--- src/hdl/risc_core_shared_memory_core_assert.svh ---
// Assertion macros shared by the shared-memory core RTL.
// Needs nothing else; files that check their own logic include it.
`ifndef RISC_CORE_SHARED_MEMORY_CORE_ASSERT_SVH
`define RISC_CORE_SHARED_MEMORY_CORE_ASSERT_SVH

// same-cycle implication under synchronous reset
`define RCSM_ASSERT_IMPLY(label, clk, rst, ante, cons) \
   label: assert property (@(posedge clk) disable iff (rst) (ante) |-> (cons)) \
      else $error("core check failed: same-cycle implication");

// next-cycle implication under synchronous reset
`define RCSM_ASSERT_NEXT(label, clk, rst, ante, cons) \
   label: assert property (@(posedge clk) disable iff (rst) (ante) |=> (cons)) \
      else $error("core check failed: next-cycle implication");

`endif

--- src/hdl/rcsm_pkg.sv ---
// Shared types and constants for the shared-memory core.
// No dependencies; every other file but the assertion header refers to it by scoped names.
package rcsm_pkg;

   localparam int XLEN         = 32;
   localparam int ADDR_FIELD_W = 11;
   localparam int PLEN_W       = 12;
   localparam int REG_COUNT    = 32;
   localparam int REG_IDX_W    = 5;

   // instruction layout
   localparam int OPC_LSB = 28;
   localparam int OPC_W   = 4;
   localparam int RS_LSB  = 23;
   localparam int RT_LSB  = 18;
   localparam int RD_LSB  = 13;
   localparam int SHAMT_W = 13;
   localparam int IMM_W   = 18;
   localparam int JADDR_W = 28;
   localparam int IMM_SPAN = 131072;

   // serial address wrap: digit bits per step and step count
   localparam int MOD_DIGIT_BITS = 4;
   localparam int MOD_STEPS      = XLEN / MOD_DIGIT_BITS;
   localparam int MOD_CNT_W      = $clog2(MOD_STEPS);

   localparam int CSR_DATA_W = 32;
   localparam int CSR_ADDR_W = 3;
   localparam logic CSR_IDX_PROGRAM_LENGTH = 1'b0;

   typedef enum logic [1:0] {
      CMD_MEM_WRITE = 2'd0,
      CMD_EXECUTE   = 2'd1,
      CMD_REG_READ  = 2'd2,
      CMD_MEM_READ  = 2'd3
   } cmd_code_type;

   typedef enum logic [OPC_W-1:0] {
      OP_ADD  = 4'd0,
      OP_SUB  = 4'd1,
      OP_MULI = 4'd2,
      OP_ADDI = 4'd3,
      OP_BNE  = 4'd4,
      OP_ANDI = 4'd5,
      OP_ORI  = 4'd6,
      OP_J    = 4'd7,
      OP_SLL  = 4'd8,
      OP_SRL  = 4'd9,
      OP_LW   = 4'd10,
      OP_SW   = 4'd11
   } opcode_type;

   typedef struct packed {
      logic capture;
      logic fetch;
      logic decode;
      logic rf_read;
      logic exec;
      logic mod_start;
      logic mem_read;
      logic mem_write;
      logic finish;
   } ctrl_cmd_type;

   typedef struct packed {
      cmd_code_type cmd_code;
      logic         halted;
      logic         needs_mod;
      logic         need_load;
      logic         need_store;
      logic         mod_done;
   } ctrl_sts_type;

endpackage

--- src/hdl/rcsm_ctrl.sv ---
// Sequencer of the shared-memory core: walks each command through its phases.
// Uses rcsm_pkg command and status structs.
module rcsm_ctrl (
   input  logic                   clock,
   input  logic                   reset,
   input  logic                   req_valid,
   output logic                   req_stall,
   output logic                   rsp_valid,
   input  logic                   rsp_stall,
   output rcsm_pkg::ctrl_cmd_type cmd,
   input  rcsm_pkg::ctrl_sts_type sts
);

   typedef enum logic [5:0] {
      S_IDLE     = 6'b000001,
      S_DISPATCH = 6'b000010,
      S_DECODE   = 6'b000100,
      S_EXEC     = 6'b001000,
      S_REDUCE   = 6'b010000,
      S_FINISH   = 6'b100000
   } state_type;

   state_type state_ff, state_in;
   logic      rsp_valid_ff, rsp_valid_in;
   logic      out_free;

   assign out_free = !rsp_valid_ff || !rsp_stall;

   always_comb begin
      state_in = state_ff;
      cmd      = '0;
      case (state_ff)
         S_IDLE: begin
            if (req_valid) begin
               cmd.capture = 1'b1;
               state_in    = S_DISPATCH;
            end
         end
         S_DISPATCH: begin
            case (sts.cmd_code)
               rcsm_pkg::CMD_MEM_WRITE: begin
                  cmd.mod_start = 1'b1;
                  state_in      = S_REDUCE;
               end
               rcsm_pkg::CMD_MEM_READ: begin
                  cmd.mod_start = 1'b1;
                  state_in      = S_REDUCE;
               end
               rcsm_pkg::CMD_REG_READ: begin
                  cmd.rf_read = 1'b1;
                  state_in    = S_FINISH;
               end
               rcsm_pkg::CMD_EXECUTE: begin
                  if (sts.halted) begin
                     state_in = S_FINISH;
                  end else begin
                     cmd.fetch = 1'b1;
                     state_in  = S_DECODE;
                  end
               end
               default: begin
                  state_in = S_IDLE;
               end
            endcase
         end
         S_DECODE: begin
            cmd.decode  = 1'b1;
            cmd.rf_read = 1'b1;
            state_in    = S_EXEC;
         end
         S_EXEC: begin
            cmd.exec = 1'b1;
            if (sts.needs_mod) begin
               cmd.mod_start = 1'b1;
               state_in      = S_REDUCE;
            end else begin
               state_in = S_FINISH;
            end
         end
         S_REDUCE: begin
            // wrapped address is ready: do the data access
            if (sts.mod_done) begin
               cmd.mem_read  = sts.need_load;
               cmd.mem_write = sts.need_store;
               state_in      = S_FINISH;
            end
         end
         S_FINISH: begin
            // hold until the output register can take the word
            if (out_free) begin
               cmd.finish = 1'b1;
               state_in   = S_IDLE;
            end
         end
         default: begin
            state_in = S_IDLE;
         end
      endcase
   end

   always_comb begin
      if (cmd.finish) begin
         rsp_valid_in = 1'b1;
      end else if (!rsp_stall) begin
         rsp_valid_in = 1'b0;
      end else begin
         rsp_valid_in = rsp_valid_ff;
      end
   end

   always_ff @(posedge clock) begin
      if (reset) begin
         state_ff     <= S_IDLE;
         rsp_valid_ff <= 1'b0;
      end else begin
         state_ff     <= state_in;
         rsp_valid_ff <= rsp_valid_in;
      end
   end

   assign req_stall = (state_ff != S_IDLE);
   assign rsp_valid = rsp_valid_ff;

endmodule

--- config.mk ---
export PLATFORM = sky130hd
export DESIGN_NAME = rcsm_ctrl
export DESIGN_NICKNAME = d
export VERILOG_FILES = /design/src/hdl/risc_core_shared_memory_core_assert.svh /design/src/hdl/rcsm_pkg.sv /design/src/hdl/rcsm_ctrl.sv
export SDC_FILE = /design/constraint.sdc
export NUM_CORES = 1
export LEC_CHECK = 0
export BUFFER_PORTS_ARGS = -buffer_cell sky130_fd_sc_hd__buf_2
export CORE_AREA = 2 2 39 41
export CTS_BUF_LIST = sky130_fd_sc_hd__clkbuf_2 sky130_fd_sc_hd__clkbuf_4 sky130_fd_sc_hd__clkbuf_8
export CTS_CLUSTER_DIAMETER = 150
export DETAILED_ROUTE_END_ITERATION = 12
export DIE_AREA = 0 0 41 43
export PLACE_DENSITY_LB_ADDON = 0.2
export SETUP_SLACK_MARGIN = 0.3
export SYNTH_ARGS = -nofsm -noshare
export SYNTH_HDL_FRONTEND = slang
export SYNTH_SLANG_ARGS = --single-unit
--- constraint.sdc ---
create_clock -name clock -period 3.06 [get_ports clock]
set_input_delay 0.459 -clock clock [delete_from_list [all_inputs] [get_ports clock]]
set_output_delay 0.459 -clock clock [all_outputs]
set_load 0.005 [all_outputs]
==> metrics.yaml <==
outcome:
  status: "completed"
timing:
  hold_viol_final: 0
  report.final.slew_viol_count: 0
  fin_ws_ns: 0.7615
  tns_ns: 0
  fin_skew_ns: 0.003961
  relSlewSlack: 0.5941
  fmax_ghz: 0.4351
  fin_crit_sh: 0.7511
  setup_viol: 0
  finalWorstPathRequiredPeriod_ns: 2.298
  worst_pin_slew_ns: 0.6004
  whs_ns: 0.4720
  rsz0062_at_grt: "no"
worst_setup_path:
  critPathArrivalTime_ns: 1.84
  rr_worst_depth: 4
  cp.required_ns: 2.60
  critical_path_class: "reg -> out"
  crit_end: "cmd[7]"
  setup.worst_path.end_class: "primary output"
  rrSetupSlack_ns: 1.15
  critPathLaunchType: "flop"
  r2r-end: "state_ff[5]"
  crit_start: "state_ff[0]"
  worstPathMaxFanout: 9
  r2r_start: "state_ff[0]"
power_and_ir_drop:
  total_power_uw: 228.0
  power_leakage_uw: 0.0003269
  p_switching_uw: 60.84
  power.density_mw_per_mm2: 353.1
  intPower_uw: 167.1
  sequentialPowerShare: 0.443
  comb_power_share: 0.200
  vdd_drop_max_v: 0.0002915
  swShare: 0.2669
  p_clk_frac: 0.357
die:
  initial_utilization: 0.3761
  rows: 14
  fp.coreArea_sq_mm: 0.001384
  die_area_sq_mm: 0.001763
  ioPinCount: 22
  die_x_um: 41
  die_h_um: 43
cts:
  cts_buffer_depth: 2
  cts_tree: "done"
  root_buffer: "clkbuf_4"
  hold_buffers: 0
  cts_buffers: 3
  clk_pin_slew_ns: 0.06
  cts_sinks: 7
  insertion_delay_ns: 0.25
  htreeDepth: 1
  ctsResizeCount: 0
  post_cts_buffers: 0
synthesis:
  yosys_warnings: 0
  ys_ff_latch: 7
  syn_inst: 63
  ys_types: 35
  synth_seq_area_share: 0.2692
  synth_nets: 76
  syn_area_per_cell_sq_um: 8.262
  synth_area_sq_um: 520.5
detailed_routing:
  drt-pass1-iter-count: 3
  wl_met3_um: 44
  first_iter_violations: 13
  num_vias: 521
  ant_nets: 0
  wl_met2_um: 537
  wire_per_inst_um: 11.48
  avgViaCountPerCell: 5.210
  maxUsedRoutingLayer: "met4"
  drc: 0
  drt-met1-wl_um: 558
  routed_wl_mm: 1.148
global_routing:
  grt.total_usage: 0.1577
  grt_pass1_wl_mm: 1.904
  grt_pass1_vias: 470
  globalRouteOverflowTotal: 0
  grt_max_degree: 13
  antenna_found_initial: 0
placement:
  dpl.hpwl_um: 918.7
  gp_congestion: 0.7827
  numPortBuffers: 21
  dp_slack_ns: 1.041
cells_and_area:
  final_common_cell: "buf_2"
  layout-drive-gt1-share: 0.3333
  nets: 98
  area_growth_pct: 24.04
  antenna_cells: 0
  fillers: 140
  final_cell_mix: "buf_2, dfxtp_1, nor3b_1"
run:
  max_cap_violations: 0
min_path:
  hold_class: "in -> reg"
through the flow:
step / utilization / std cells / instance area (sq um)
after floorplan: - / 63 / 520.5
after global placement: 0.4467 / 96 / 618.1
after detailed placement: 0.4467 / 96 / 618.1
after CTS: 0.4665 / 100 / 645.6
after global routing: 0.4665 / 100 / 645.6
final: 0.4665 / 100 / 645.6
how the worst min path moves through the flow:
stage | slack [ns] | startpoint | depth (start not counted) | to
2_1_floorplan | 0.49 | rsp_valid | 2 | rsp_valid
3_3_place_gp | 0.51 | rsp_valid | 2 | rsp_valid
3_5_place_dp | 0.52 | rsp_valid | 2 | rsp_valid
4_1_cts | 0.47 | reset | 2 | state_ff[4]
5_1_grt | 0.46 | reset | 2 | state_ff[4]
6_report | 0.47 | reset | 2 | state_ff[4]
Yosys cell counts (all sizes together):
| master | instances | area share |
|---|---|---|
| a2bb2oi | 1 | 0.017 |
| a22oi | 1 | 0.014 |
| or3 | 3 | 0.036 |
| nor4 | 1 | 0.012 |
| nor3 | 2 | 0.019 |
| or4 | 4 | 0.065 |
| and3b | 1 | 0.017 |
| clkbuf | 1 | 0.0072 |
| a21oi | 4 | 0.038 |
| buf | 3 | 0.046 |
| and2 | 1 | 0.012 |
| xor2 | 1 | 0.017 |
| inv | 4 | 0.029 |
| ha | 2 | 0.048 |
| o21bai | 1 | 0.014 |
| nor3b | 5 | 0.072 |
| nand2 | 1 | 0.0072 |
| a21o | 1 | 0.014 |
| nor2 | 4 | 0.029 |
| o211ai | 1 | 0.014 |
| nand3b | 2 | 0.029 |
| o22ai | 1 | 0.012 |
| and3 | 2 | 0.024 |
| or3b | 1 | 0.022 |
| nor2b | 1 | 0.012 |
| and2b | 1 | 0.014 |
| dfxtp | 7 | 0.27 |
| a31oi | 1 | 0.012 |
| or4b | 1 | 0.019 |
| o21ai | 1 | 0.0096 |
| nor4b | 2 | 0.034 |
| a211oi | 1 | 0.014 |
cells by family (layout without fill, tap and decap cells):
kind of cell             Yosys count  in the layout  synth area share
AND/OR/NAND/NOR                   32             32            0.4231
AO/OA/AOI/OAI                     13             13            0.1611
adder cells (fa/ha/maj)            2              2           0.04807
buffers and inverters              8             29           0.08171
flip-flops                         7              7            0.2692
XOR/XNOR                           1              1           0.01683
area by class of cell:
type | count | area [sq um] | area share
Clock buffer | 3 | 22.52 | 0.03488
Timing Repair Buffer | 21 | 105.1 | 0.1628
Inverter | 4 | 15.01 | 0.02326
Multi-Input combinational cell | 48 | 337.8 | 0.5233
Tap cell | 16 | 20.02 | 0.03101
Sequential cell | 7 | 140.1 | 0.2171
Clock inverter | 1 | 5.005 | 0.007752
critical path, stage by stage (launching register included):
cell and delay (ns):
dfxtp_1 0.37, or4_1 0.55, nor3b_1 0.32, and3b_1 0.23, buf_2 0.11
power by group through the flow:
stage               Sequential [uW]  Clock, uW  Combinational [uW]
floorplan                      99.5          0                32.1
global placement                102          0                45.5
detailed placement              103          0                45.4
CTS                             101       84.5                45.9
global route                    102       91.7                51.6
finish                          101       81.4                45.5
registers in the layout, summed over array words and instances (netlist names):
register,cells
state_ff,6
rsp_valid,1
metal layers:
layer | vias to the layer above | global-route usage
met4 | 0 | 0.1000
li1 | 279 | -
met3 | 2 | 0.01571
met5 | - | 0
met1 | 229 | 0.2007
met2 | 11 | 0.2406
Note: power is estimated with default switching activity, not from simulation.
